--- src/hdl/sbl_pkg.sv ---
`default_nettype none
// ---------------------------------------------------------------------------
// sbl_pkg
// shared sizes, register codes and the window entry type of the sobel core
// ---------------------------------------------------------------------------
package sbl_pkg;

    localparam int MAX_WIDTH  = 1024;
    localparam int MAX_HEIGHT = 1024;

    // counter and clamped size widths follow the maximum frame size
    localparam int COL_W    = $clog2(MAX_WIDTH);
    localparam int ROW_W    = $clog2(MAX_HEIGHT);
    localparam int WSIZE_W  = $clog2(MAX_WIDTH + 1);
    localparam int HSIZE_W  = $clog2(MAX_HEIGHT + 1);

    // fixed field widths
    localparam int PIX_W    = 8;
    localparam int GRAD_W   = 11;
    localparam int POS_W    = 10;
    localparam int CFG_W    = 11;
    localparam int CFG_IDX_W = 2;

    localparam logic [CFG_IDX_W-1:0] REG_FRAME_WIDTH  = 2'd0;
    localparam logic [CFG_IDX_W-1:0] REG_FRAME_HEIGHT = 2'd1;

    localparam logic [CFG_W-1:0] FRAME_WIDTH_RST  = 11'd640;
    localparam logic [CFG_W-1:0] FRAME_HEIGHT_RST = 11'd480;

    // queue between front and back
    localparam int QDEPTH = 4;
    localparam int QPTR_W = $clog2(QDEPTH);
    localparam int QCNT_W = $clog2(QDEPTH + 1);

    typedef struct packed {
        logic [WSIZE_W-1:0] width;
        logic [HSIZE_W-1:0] height;
    } sbl_size_t;

    // one complete window minus its center, plus position and frame end
    typedef struct packed {
        logic [PIX_W-1:0] p00;
        logic [PIX_W-1:0] p01;
        logic [PIX_W-1:0] p02;
        logic [PIX_W-1:0] p10;
        logic [PIX_W-1:0] p12;
        logic [PIX_W-1:0] p20;
        logic [PIX_W-1:0] p21;
        logic [PIX_W-1:0] p22;
        logic [POS_W-1:0] col;
        logic [POS_W-1:0] row;
        logic             last;
    } sbl_win_t;

    function automatic logic [WSIZE_W-1:0] clamp_width(input logic [CFG_W-1:0] v);
        logic [31:0] v32;
        logic [31:0] r;
        v32 = 32'(v);
        if (v32 < 32'd3)
            r = 32'd3;
        else if (v32 > 32'(MAX_WIDTH))
            r = 32'(MAX_WIDTH);
        else
            r = v32;
        return WSIZE_W'(r);
    endfunction

    function automatic logic [HSIZE_W-1:0] clamp_height(input logic [CFG_W-1:0] v);
        logic [31:0] v32;
        logic [31:0] r;
        v32 = 32'(v);
        if (v32 < 32'd3)
            r = 32'd3;
        else if (v32 > 32'(MAX_HEIGHT))
            r = 32'(MAX_HEIGHT);
        else
            r = v32;
        return HSIZE_W'(r);
    endfunction

endpackage
`default_nettype wire

--- src/hdl/sbl_queue.sv ---
`default_nettype none
// ---------------------------------------------------------------------------
// sbl_queue
// short window queue between intake and gradient output
// ---------------------------------------------------------------------------
module sbl_queue
    import sbl_pkg::*;
(
    input  wire logic              clk,
    input  wire logic              rst_n,
    input  wire logic              push,
    input  wire sbl_win_t          push_data,
    input  wire logic              pop,
    output logic                   q_valid,
    output sbl_win_t               q_data,
    output logic [QCNT_W-1:0]      q_count
);

    sbl_win_t            mem [QDEPTH];
    logic [QPTR_W-1:0]   head_reg, tail_reg;
    logic [QCNT_W-1:0]   count_reg;

    assign q_valid = (count_reg != '0);
    assign q_data  = mem[head_reg];
    assign q_count = count_reg;

    always_ff @(posedge clk or negedge rst_n)
    begin
        if (!rst_n)
        begin
            head_reg  <= '0;
            tail_reg  <= '0;
            count_reg <= '0;
        end
        else
        begin
            if (push)
                tail_reg <= (32'(tail_reg) == QDEPTH - 1) ? '0 : tail_reg + 1'b1;
            if (pop)
                head_reg <= (32'(head_reg) == QDEPTH - 1) ? '0 : head_reg + 1'b1;
            if (push && !pop)
                count_reg <= count_reg + 1'b1;
            else if (pop && !push)
                count_reg <= count_reg - 1'b1;
        end
    end

    always_ff @(posedge clk)
    begin
        if (push)
            mem[tail_reg] <= push_data;
    end

    a_no_overflow: assert property (@(posedge clk) disable iff (!rst_n)
        push |-> (32'(count_reg) < QDEPTH) || pop)
        else $error("queue overflow");

    a_no_underflow: assert property (@(posedge clk) disable iff (!rst_n)
        pop |-> q_valid)
        else $error("queue underflow");

endmodule
`default_nettype wire

--- config.mk ---
export PLATFORM = sky130hd
export DESIGN_NAME = sbl_queue
export DESIGN_NICKNAME = d
export VERILOG_FILES = /design/src/hdl/sbl_pkg.sv /design/src/hdl/sbl_queue.sv
export SDC_FILE = /design/constraint.sdc
export NUM_CORES = 1
export LEC_CHECK = 0
export BUFFER_PORTS_ARGS = -buffer_cell sky130_fd_sc_hd__buf_2
export CORE_MARGIN = 1.5
export CORE_UTILIZATION = 57
export CTS_BUF_LIST = sky130_fd_sc_hd__clkbuf_16
export DETAILED_ROUTE_END_ITERATION = 8
export GPL_ROUTABILITY_DRIVEN = 0
export MAX_ROUTING_LAYER = met4
export PLACE_DENSITY = 0.79
export SYNTH_ARGS = -nofsm -noshare
export SYNTH_HDL_FRONTEND = slang
export SYNTH_SLANG_ARGS = --single-unit
export TNS_END_PERCENT = 100
--- constraint.sdc ---
create_clock -name clk -period 3.9 [get_ports clk]
set_clock_uncertainty 0.2 [all_clocks]
set_input_delay 0 -clock clk [delete_from_list [all_inputs] [get_ports clk]]
set_output_delay 0 -clock clk [all_outputs]
set_load 0.005 [all_outputs]
# Yosys cells after proc, flatten, opt, wreduce, memory -nomap -nowiden
# Memory sizes are Yosys's and may differ from the RTL's.
# Cells that the tools add are included.
# totals
wordCells	22
reg_bits	7
in_bits	89
mem_bits_ro	0
n_memories	1
latch_bits	0
output_inout_bits	89
ramBits	340
# classes
order_cmp	0
eq_ne	2
n_shift	0
multipliers	0
addsub	4
div	0
n_bitwise	0
n_reduce_logical	6
muxes	6
# mem_list
name	depth	word_bits	rd	rd_ports_with_merged_regs	write_ports	line_no	source
mem	4	85	1	0	1	sbl_queue.sv:19	sbl_win_t mem [QDEPTH];
# op_table
cell	count
3-bit two-way mux	2
2-bit by 1-bit adder with 2-bit output (second input constant)	2
2-bit equality test (second input constant)	2
2-bit two-way mux	2
3-bit by 1-bit adder with 3-bit output (second input constant)	1
3-bit nonzero test	1
3-bit by 1-bit subtractor with 3-bit output (second input constant)	1
1-bit logical AND	2
1-bit zero test	2
1-bit two-way mux	2
2-bit nonzero test	1

# Longest topological paths before layout
# depth
ltp_word	4
ltp_mapped	7

# Worst setup path before layout
# Ideal clock, no wire load.
# synth_timing
kind	register to register
from	reg tail_reg[0]
to	mem mem[2][0] (netlist name), enable pin
slack_ns	0.648
stages_incl_launch_ff	4
setup_ns	0.453
required_time_ns	3.247
arrival_time_ns	2.599
synth_period_minus_slack_ns	3.252
cell_sequence	dfrtp_1 inv_1 ha_1 and2_1
# synth_lines
item	line_no	source
start: declaration	sbl_queue.sv:20	logic [QPTR_W-1:0] head_reg, tail_reg;
start signal: assignment	sbl_queue.sv:38	tail_reg <= (32'(tail_reg) == QDEPTH - 1) ? '0 : tail_reg + 1'b1;
end: declaration	sbl_queue.sv:19	
# No word-level cell before the write port.

==> impl_results.md <==
- Count of final hold-check violations: 0
- LEAKAGE: 5.564 nW
- Syn-to-layout area delta: 25.35%
- Power Total: 11.12 mW
- Post-Synthesis Cells: 481
- Standard-cell rows: 54
- Power share of the combinational group: 0.243
- Routed Antenna Nets: 0
- Worst Setup Path Type: register to output pin
- CTS Buf Count: 35
- Crit path required time: 3.70 ns
- Synthesis-stage register bit count: 347
- Psw: 2.942 mW
- Avg Inst Size Synth: 26.40 um2
- CP startpoint kind: register
- Dpl hpwl: 13.18 mm
- Worst Path Max Fanout: 38
- Crit path capture type: output pin
- Yosys warns: 0
- CTS sink cnt: 347
- Die Ht: 152.3 um
- Commonest non-fill, non-tap cells in the layout: 340 x edfxtp_1, 177 x buf_2, 89 x dlygate4sd3_1
- TritonRoute pass-1 iters: 4
- Switch share: 0.2645
- Reg with most FFs: mem
- Clk pwr share: 0.288
- Headroom to the max-slew limit: 0.2835
- Run status: complete, no violations
- Vias in the first global route: 6765
- Post-route insts no fill: 1081
- Internal power: 8.179 mW
- Die Wd: 152.3 um
- Syn_nets: 577
- Starting DRT DRC Count: 379
- Clock buffer depth: 3
- H-tree depth: 2
- Clk root buf: clkbuf_16
- Seq/Total Area, Yosys: 0.8179
- Vias: 6083
- Gr usage total: 0.2208
- Via-to-Cell Ratio: 5.627
- Setup_tns: 0 ns
- Fin util: 0.7293
- Worst-Skew Late Latency: 0.50 ns
- # IOs: 178
- Final Critical Period: 2.790 ns
- VDD IR max: 0.0007155 V
- Post-CTS sizing: 0
- Initial antenna violation count: 2
- RSZ-0062 raised after global routing: false
- Maxcap violations: 0
- Nets: 869
- Commonest non-fill, non-tap cell in the layout: edfxtp_1
- Initial Utilization: 0.5818
- Seq pwr share: 0.469
- Setup Viol. Count Final: 0
- Wire per inst: 22.36 um
- First-pass GRT wire length: 37.35 mm
- Full die area: 0.02318 mm2
- Largest register FFs: 340
- Final hold slack: 0.04776 ns
- Largest net degree at the start of global routing: 72
- Pwr Density: 698.7 mW/mm2
- Layout cell share with drive strength beyond 1: 0.4080
- CTS clk-pin slew, worst paths: 0.06 ns
- CP arrival: 2.59 ns
- CTS tree: done
- Hold crit path type: input port to register
- Total Wirelength: 24.18 mm
- Period utilization: 0.7154
- Netlist Area Pre-Place: 0.01270 mm2
- Final slew viol count: 0
- Port bufs: 177
- Fmax achieved: 358.4 MHz
- Grt ovf: 0
- Number of fill cells: 1200
- Placeable Area: 0.02182 mm2
- Worst-Margin Slew: 1.075 ns
- Residual DRC: 0
- Placed Cells: 927
- Cell variety after synth: 20
## worst paths after layout
path / start / endpoint / slack (ns) / cells after the start
max: head_reg[0]$_DFFE_PN0P_ / q_data[61] / 1.11 / 3
min: push_data[13] / mem[2][13]$_DFFE_PP_ / 0.05 / 2
max reg2reg: tail_reg[0]$_DFFE_PN0P_ / mem[3][64]$_DFFE_PP_ / 1.61 / 3
min reg2reg: q_count[2]$_DFFE_PN0P_ / q_count[2]$_DFFE_PN0P_ / 0.31 / 1
max in group asynchronous: rst_n / head_reg[1]$_DFFE_PN0P_ / 2.93 / 3
min in group asynchronous: rst_n / head_reg[0]$_DFFE_PN0P_ / 0.29 / 3
## layer usage
layer	GRT usage	vias up	wire length (um)
met4	0.08044	0	737
met5	-	-	0
li1	-	2654	-
met3	0.05091	53	1425
met1	0.2616	3145	9353
met2	0.3734	231	12660
## synth_stat cells (all sizes together)
| master | n | area share |
|---|---|---|
| mux4 | 85 | 0.15 |
| fa | 1 | 0.0016 |
| xnor2 | 1 | 0.00069 |
| clkbuf | 3 | 0.00089 |
| inv | 4 | 0.0012 |
| xor2 | 2 | 0.0014 |
| ha | 6 | 0.0059 |
| nand2 | 2 | 0.00059 |
| nor2 | 3 | 0.00089 |
| dfrtp | 7 | 0.014 |
| edfxtp | 340 | 0.80 |
| o21ai | 2 | 0.00079 |
| or3 | 1 | 0.00049 |
| mux2 | 3 | 0.0027 |
| and2 | 4 | 0.0020 |
| buf | 17 | 0.012 |
## through the flow
step / setup slack, ns / instance area [um2]
after detailed placement: 1.558 / 13900
after global placement: 1.585 / 13900
after floorplan: 0.6481 / 12700
final: 1.110 / 15920
after global routing: 0.9404 / 15920
after CTS: 1.018 / 15910
## power by group through the flow
stage | logic (mW) | registers (mW) | clock network, mW
after floorplan | 1.89 | 5.00 | 0
after global placement | 2.58 | 5.24 | 0
after detailed placement | 2.64 | 5.30 | 0
after CTS | 2.74 | 5.23 | 3.25
after global routing | 2.90 | 5.29 | 3.38
final | 2.70 | 5.21 | 3.21
## layout make-up
type	count	area (um2)	share of cell area
sequential	347	10390	0.6530
clock buffer	37	925.9	0.05818
clock inverter	26	192.7	0.01211
multi-input combinational	110	2140	0.1344
tap	280	350.3	0.02201
antenna	2	5.005	0.0003145
inverter	4	15.01	0.0009434
timing repair buffer	275	1894	0.1190
## kinds of logic (layout without fill, tap and decap cells)
family,count (synthesis),in the layout,share of synthesized area
AOI/OAI and AO/OA,2,2,0.0007884
xor gates and xnor gates,3,3,0.002070
other,0,2,0
DFF,347,347,0.8179
and+or+nand+nor,10,10,0.003942
muxes,88,88,0.1534
buffers and inverters,24,342,0.01439
adders and majority gates,7,7,0.007489
## critical path: stages, from the launching register on
cell and delay [ns]:
dfrtp_4 0.94, buf_12 0.38, mux4_2 0.58, buf_2 0.16
## what timing repair did
| item | 4_1_cts | 5_1_grt |
|---|---|---|
| buffers inserted | 0 | 0 |
| hold buffers | 89 | 0 |
| endpoints found under the setup margin | 0 | 0 |
| hold endpoints to repair | 373 | 0 |
No activity file was read; power rests on OpenSTA's default activity.
