$ cat src/hdl/sbl_pkg.sv
`default_nettype none
// ---------------------------------------------------------------------------
// sbl_pkg
// shared sizes, register codes and the window entry type of the sobel core
// ---------------------------------------------------------------------------
package sbl_pkg;

    localparam int MAX_WIDTH  = 1024;
    localparam int MAX_HEIGHT = 1024;

    // counter and clamped size widths follow the maximum frame size
    localparam int COL_W    = $clog2(MAX_WIDTH);
    localparam int ROW_W    = $clog2(MAX_HEIGHT);
    localparam int WSIZE_W  = $clog2(MAX_WIDTH + 1);
    localparam int HSIZE_W  = $clog2(MAX_HEIGHT + 1);

    // fixed field widths
    localparam int PIX_W    = 8;
    localparam int GRAD_W   = 11;
    localparam int POS_W    = 10;
    localparam int CFG_W    = 11;
    localparam int CFG_IDX_W = 2;

    localparam logic [CFG_IDX_W-1:0] REG_FRAME_WIDTH  = 2'd0;
    localparam logic [CFG_IDX_W-1:0] REG_FRAME_HEIGHT = 2'd1;

    localparam logic [CFG_W-1:0] FRAME_WIDTH_RST  = 11'd640;
    localparam logic [CFG_W-1:0] FRAME_HEIGHT_RST = 11'd480;

    // queue between front and back
    localparam int QDEPTH = 4;
    localparam int QPTR_W = $clog2(QDEPTH);
    localparam int QCNT_W = $clog2(QDEPTH + 1);

    typedef struct packed {
        logic [WSIZE_W-1:0] width;
        logic [HSIZE_W-1:0] height;
    } sbl_size_t;

    // one complete window minus its center, plus position and frame end
    typedef struct packed {
        logic [PIX_W-1:0] p00;
        logic [PIX_W-1:0] p01;
        logic [PIX_W-1:0] p02;
        logic [PIX_W-1:0] p10;
        logic [PIX_W-1:0] p12;
        logic [PIX_W-1:0] p20;
        logic [PIX_W-1:0] p21;
        logic [PIX_W-1:0] p22;
        logic [POS_W-1:0] col;
        logic [POS_W-1:0] row;
        logic             last;
    } sbl_win_t;

    function automatic logic [WSIZE_W-1:0] clamp_width(input logic [CFG_W-1:0] v);
        logic [31:0] v32;
        logic [31:0] r;
        v32 = 32'(v);
        if (v32 < 32'd3)
            r = 32'd3;
        else if (v32 > 32'(MAX_WIDTH))
            r = 32'(MAX_WIDTH);
        else
            r = v32;
        return WSIZE_W'(r);
    endfunction

    function automatic logic [HSIZE_W-1:0] clamp_height(input logic [CFG_W-1:0] v);
        logic [31:0] v32;
        logic [31:0] r;
        v32 = 32'(v);
        if (v32 < 32'd3)
            r = 32'd3;
        else if (v32 > 32'(MAX_HEIGHT))
            r = 32'(MAX_HEIGHT);
        else
            r = v32;
        return HSIZE_W'(r);
    endfunction

endpackage
`default_nettype wire

$ cat src/hdl/sbl_back.sv
`default_nettype none
// ---------------------------------------------------------------------------
// sbl_back
// gradient arithmetic and output word register
// ---------------------------------------------------------------------------
module sbl_back
    import sbl_pkg::*;
(
    input  wire logic          clk,
    input  wire logic          rst_n,
    input  wire logic          q_valid,
    input  wire sbl_win_t      q_data,
    output logic               pop,
    output logic               m_tvalid,
    input  wire logic          m_tready,
    output logic [47:0]        m_tdata,
    output logic               m_tlast
);

    logic                m_tvalid_reg;
    logic [GRAD_W-2:0]   gx_pos, gx_neg, gy_pos, gy_neg;
    logic [GRAD_W-1:0]   gx, gy;
    logic [GRAD_W-1:0]   gx_reg, gy_reg;
    logic [POS_W-1:0]    col_reg, row_reg;
    logic                last_reg;

    assign pop = q_valid && (!m_tvalid_reg || m_tready);

    // weights 1,2,1 on each side; sides stay below 1021
    always_comb
    begin
        gx_pos = (GRAD_W-1)'(q_data.p02) + {1'b0, q_data.p12, 1'b0} + (GRAD_W-1)'(q_data.p22);
        gx_neg = (GRAD_W-1)'(q_data.p00) + {1'b0, q_data.p10, 1'b0} + (GRAD_W-1)'(q_data.p20);
        gy_pos = (GRAD_W-1)'(q_data.p20) + {1'b0, q_data.p21, 1'b0} + (GRAD_W-1)'(q_data.p22);
        gy_neg = (GRAD_W-1)'(q_data.p00) + {1'b0, q_data.p01, 1'b0} + (GRAD_W-1)'(q_data.p02);
        gx     = {1'b0, gx_pos} - {1'b0, gx_neg};
        gy     = {1'b0, gy_pos} - {1'b0, gy_neg};
    end

    always_ff @(posedge clk or negedge rst_n)
    begin
        if (!rst_n)
            m_tvalid_reg <= 1'b0;
        else if (pop)
            m_tvalid_reg <= 1'b1;
        else if (m_tready)
            m_tvalid_reg <= 1'b0;
    end

    always_ff @(posedge clk)
    begin
        if (pop)
        begin
            gx_reg   <= gx;
            gy_reg   <= gy;
            col_reg  <= q_data.col;
            row_reg  <= q_data.row;
            last_reg <= q_data.last;
        end
    end

    assign m_tvalid = m_tvalid_reg;
    assign m_tdata  = {6'd0, row_reg, col_reg, gy_reg, gx_reg};
    assign m_tlast  = last_reg;

    // a held word is never replaced by a new pop
    a_hold: assert property (@(posedge clk) disable iff (!rst_n)
        (m_tvalid_reg && !m_tready) |-> !pop)
        else $error("output word overwritten while stalled");

endmodule
`default_nettype wire

$ cat config.mk
export PLATFORM = sky130hd
export DESIGN_NAME = sbl_back
export DESIGN_NICKNAME = d
export VERILOG_FILES = /design/src/hdl/sbl_pkg.sv /design/src/hdl/sbl_back.sv
export SDC_FILE = /design/constraint.sdc
export NUM_CORES = 1
export LEC_CHECK = 0
export BUFFER_PORTS_ARGS = -buffer_cell sky130_fd_sc_hd__buf_2
export CORE_UTILIZATION = 55
export CTS_BUF_LIST = sky130_fd_sc_hd__clkbuf_16
export DETAILED_ROUTE_END_ITERATION = 6
export GPL_TIMING_DRIVEN = 0
export PLACE_DENSITY = 0.91
export RECOVER_POWER = 25
export SLEW_MARGIN = 20
export SYNTH_ARGS = -nofsm -noshare
export SYNTH_HDL_FRONTEND = slang
export SYNTH_SLANG_ARGS = --single-unit
$ cat constraint.sdc
create_clock -name clk -period 3.91 [get_ports clk]
set_input_delay 0.782 -clock clk [delete_from_list [all_inputs] [get_ports clk]]
set_output_delay 0.782 -clock clk [all_outputs]
set_load 0.005 [all_outputs]
# [Word level (Yosys, flattened, before mapping)]
# Index checks and enable logic that the tools add are counted.
# W data, S select, Z words.
[classes] n_addsub=10 muxes=2 reduce_logical=4
[op_table] op="$add A10 B8 Y10" n=4
[op_table] op="$add A8 B9 Y10" n=4
[op_table] op="$sub A10 B10 Y11" n=2
[op_table] op="$mux W1" n=2
[op_table] op="$reduce_bool A2 Y1" n=1
[op_table] op="$logic_and A1 B1 Y1" n=1
[op_table] op="$logic_not A1 Y1" n=1
[op_table] op="$logic_or A1 B1 Y1" n=1
[totals] register_bits=44 input_bits=89 out_inout_bits=51 wordCells=22

# [Longest topological paths before layout]
[logic_depth] ltp_word=4 mapped_depth=15

# [Least setup slack after synthesis]
# No wires, ideal clock.
[synth_timing] kind="input -> register" start="input port q_data[39] in the netlist's numbering" end="register gx_reg[8], data pin" t_arrival_ns=3.597 required_time_ns=3.651 setup_slack_ns=0.054 cell_stages=12 n_path_buf=0 path_cell_list="inv_1 > fa_1 > fa_1 > inv_1 > fa_1 > inv_1 > ha_1 > a21oi_2 > o22ai_1 > or3_4 > a21oi_2 > xnor2_1"
[synth_via] elab_chain_cells=2
[synth_rtl] item="start: declaration" line="sbl_back.sv:12" rtl="input wire sbl_win_t q_data,"
[synth_rtl] item="$add A10 B8 Y10" line="sbl_back.sv:33" rtl="gx_neg = (GRAD_W-1)'(q_data.p00) + {1'b0, q_data.p10, 1'b0} + (GRAD_W-1)'(q_data.p20);"
[synth_rtl] item="$sub A10 B10 Y11" line="sbl_back.sv:36" rtl="gx = {1'b0, gx_pos} - {1'b0, gx_neg};"
[synth_rtl] item="net gx[8]" line="sbl_back.sv:22" rtl="logic [GRAD_W-1:0] gx, gy;"
[synth_rtl] item="end signal: assignment" line="sbl_back.sv:54" rtl="gx_reg <= gx;"
[synth_rtl] item="end: declaration" line="sbl_back.sv:23" rtl="logic [GRAD_W-1:0] gx_reg, gy_reg;"
# The timed path passes the listed nets, and every way through them passes these cells.
# A chain may end at the register's enable or synchronous reset.

# [Final worst setup path]
# Ends and elaborated chain as after synthesis.

==> run_results.csv <==
group,metric,value,unit
die,dieArea,7310,µm²
synth,syn-cell-area,3840,µm²
pwr,vdd_drop_max,0.000310,V
sta,slew_violations,0,
pwr,power_frac_comb,0.571,
placement,dp_slack,-0.249,ns
die,coreArea,6760,µm²
synth,yosys.area.top_type,"edfxtp_1",
clock_tree,cts_buffers,5,
setup_path,critPathSlowestCell,"fa_1",
synth,ys_warn_count,0,
sta,setup_viol,0,
detailed_routing,firstDrtPassIters,6,
setup_path,end_kind,"register",
sta,slew_headroom,0.616,
pwr,seqPwrFrac,0.266,
global_route,grt_pass1_wl,11.8,mm
die,core.rowCount,30,
detailed_routing,ant_nets,0,
synth,syn_area_per_cell,11.7,µm²
pwr,power_density,592,nW/µm²
pwr,p_leak,2.54,nW
setup_path,cp-start-kind,"input port",
placement,routabilityCongestion,0.826,
synth,ys.flop_type,"edfxtp_1",
clock_tree,clock-root-buffer,"clkbuf_16",
clock_tree,clkSlewWorstSetupHoldPaths,0.06,ns
detailed_routing,wl,7.10,mm
clock_tree,clock_latency,0.28,ns
sta,fin_skew,0.00471,ns
sta,max_freq,265,MHz
setup_path,r2r_end,"gx_reg[2]",
sta,min_period,3.78,ns
setup_path,path_cells,"buf_2 -> inv_1 -> fa_1 -> fa_1 -> inv_1 -> fa_2 -> inv_1 -> ha_1 -> a21oi_2 -> o22ai_2 -> or3_4 -> a21oi_2 -> xnor2_1",
die,die_x,85.5,µm
placement,place_area,4650,µm²
run_status,outcome,"complete, but fails checks",
setup_path,r2r_setup_slack,2.37,ns
setup_path,max_stage_delay,0.55,ns
pwr,switching_share,0.370,
final_layout,diodes,0,
pwr,clockPowerShare,0.164,
setup_path,cp_max_fo,2,
setup_path,path_buf_inv,4,
global_route,antenna_found_initial,0,
setup_path,r2r_start,"m_tvalid",
sta,setup_ws,0.132,ns
synth,synth-edff-count,43,
die,fp.dieH,85.5,µm
run_status,violations,"design-rule violations",
setup_path,worst_path_dominant_cell_family,"adder cells",
setup_path,crit_top_cell,"inv_1",
setup_path,required,3.94,ns
final_layout,nFillCells,504,
detailed_routing,drc,1,
final_layout,final_area,4850,µm²
synth,synth_seq_area_share,0.343,
final_layout,area_growth,26.4,%
global_route,grtUsageTotal,0.212,
die,initial_core_util,0.568,
final_layout,final_layout_size_suffix_gt1_frac,0.325,
clock_tree,cts.sinks,44,
synth,ys_ff_latch,44,
final_layout,fin_nets,651,
synth,ys_top_cells_by_area,"edfxtp_1, fa_1, inv_1",
synth,synth_top_area_frac,0.337,
sta,hold_viol,0,
placement,io_buffer_count,133,
pwr,p_switching,0.00106,W
flow_run,maxCapViolCount,0,
sta,worst_pin_slew,0.575,ns
clock_tree,tritoncts,"built",
detailed_routing,routedWlPerCell,12.8,µm
detailed_routing,vias,2597,
setup_path,r2r_cells,3,
detailed_routing,drtIter0Drc,81,
sta,period_share,0.966,
clock_tree,holdBufCountCts,0,
clock_tree,htree_levels,2,
global_route,grt_overflow_total,0,
placement,hpwl,6.07,mm
setup_path,path_class,"in2reg",
setup_path,cp.arrival,3.81,ns
global_route,grt_pass1_vias,2764,
synth,synthCells,329,
detailed_routing,viasPerCell,4.66,
synth,async_reset_ff_frac,0.0227,
synth,ys_types,32,
global_route,grt_max_degree,24,
worst_hold_path,hold_class,"in2async",
clock_tree,clock_path_buffers,2,
die,ioPinCount,140,
pwr,intPower,0.00181,W
-- Yosys cell counts, types with 2 or more instances --
master and n:
and2b_1 2, o31a_1 2, nor2_1 5, buf_4 6
a21o_1 3, a21oi_2 3, fa_1 62, nand2_1 2
o21a_1 4, inv_1 128, o21ai_0 3, ha_1 24
xnor2_1 10, nand2b_1 3, o21ai_1 5, xor2_1 2
edfxtp_1 43, a31oi_1 2, nor2b_1 3, a21oi_1 5
-- power by group through the flow --
| stage | registers [W] | clock network, W | logic [W] |
|---|---|---|---|
| after CTS | 0.000760 | 0.000473 | 0.00160 |
| after global placement | 0.000770 | 0 | 0.00150 |
| final | 0.000762 | 0.000469 | 0.00164 |
| after floorplan | 0.000788 | 0 | 0.00114 |
| after global routing | 0.000772 | 0.000494 | 0.00186 |
| after detailed placement | 0.000769 | 0 | 0.00159 |
-- metrics by stage --
| stage | TNS (ns) | std cells | util | total power, W | hold WS (ns) |
|---|---|---|---|---|---|
| 2_1_floorplan | 0 | 334 | - | 0.00193 | 0.486 |
| 3_3_place_gp | -0.710 | 547 | 0.684 | 0.00227 | 0.481 |
| 3_5_place_dp | -1.07 | 548 | 0.688 | 0.00235 | 0.505 |
| 4_1_cts | 0 | 556 | 0.713 | 0.00284 | 0.259 |
| 5_1_grt | -0.0346 | 557 | 0.717 | 0.00313 | 0.252 |
| 6_report | 0 | 557 | 0.717 | 0.00287 | 0.261 |
-- area by class of cell --
class	count	area, µm²	area share
Multi-Input combinational cell	156	2040	0.422
Sequential cell	44	1320	0.272
Timing Repair Buffer	135	693	0.143
Inverter	128	480	0.0991
Clock buffer	5	125	0.0258
Tap cell	80	100	0.0207
Buffer	6	45.0	0.00929
Clock inverter	3	42.5	0.00878
-- cells by family (layout without fill, tap and decap cells) --
kind of cell | after synthesis | after routing | share of synthesized area
AOI/OAI and AO/OA | 32 | 32 | 0.0603
xor gates and xnor gates | 12 | 12 | 0.0274
adders and majority gates | 86 | 86 | 0.402
buffers and inverters | 134 | 277 | 0.137
DFF | 44 | 44 | 0.343
other | 1 | 6 | 0.000978
and+or+nand+nor | 20 | 20 | 0.0294
-- what timing repair did --
item / CTS / global route
setup endpoints to repair: 0 / 6
buffers inserted: 0 / 1
resized for setup: 0 / 7
-- per-layer routing --
metal | up-vias | global-route usage | part of all wire
met2 | 86 | 0.429 | 0.57
met1 | 1240 | 0.228 | 0.38
met5 | - | 0 | 0
met4 | 0 | 0.0455 | 0.015
met3 | 10 | 0.0346 | 0.042
li1 | 1261 | - | -
-- worst max-delay path by stage --
stage / from / to / slack (ns) / cells after the start
2_1_floorplan: q_data[39] / gx_reg[8] / 0.05 / 12
3_3_place_gp: q_data[39] / gx_reg[8] / -0.22 / 13
3_5_place_dp: q_data[41] / gx_reg[8] / -0.25 / 13
4_1_cts: q_data[41] / gx_reg[8] / 0.0001 / 13
5_1_grt: q_data[39] / gx_reg[8] / -0.03 / 13
6_report: q_data[39] / gx_reg[8] / 0.13 / 13
-- placed cells by master, fill, tap and decap left out, types with 2 or more instances in the layout --
| cell type | n |
|---|---|
| a21o_1 | 3 |
| o21ai_1 | 4 |
| nand2_1 | 2 |
| xor2_1 | 2 |
| buf_4 | 7 |
| clkbuf_1 | 6 |
| clkbuf_16 | 5 |
| nand2b_1 | 3 |
| nor2b_1 | 2 |
| a31oi_1 | 2 |
| o21a_1 | 4 |
| inv_1 | 128 |
| and2b_1 | 2 |
| o21ai_0 | 3 |
| buf_2 | 127 |
| xnor2_1 | 10 |
| fa_1 | 60 |
| edfxtp_1 | 43 |
| conb_1 | 6 |
| a21oi_1 | 5 |
| a21oi_2 | 3 |
| nor2_1 | 5 |
| ha_1 | 23 |
| o31a_1 | 2 |
| fa_2 | 2 |
Note: power is estimated with default switching activity, not from simulation.
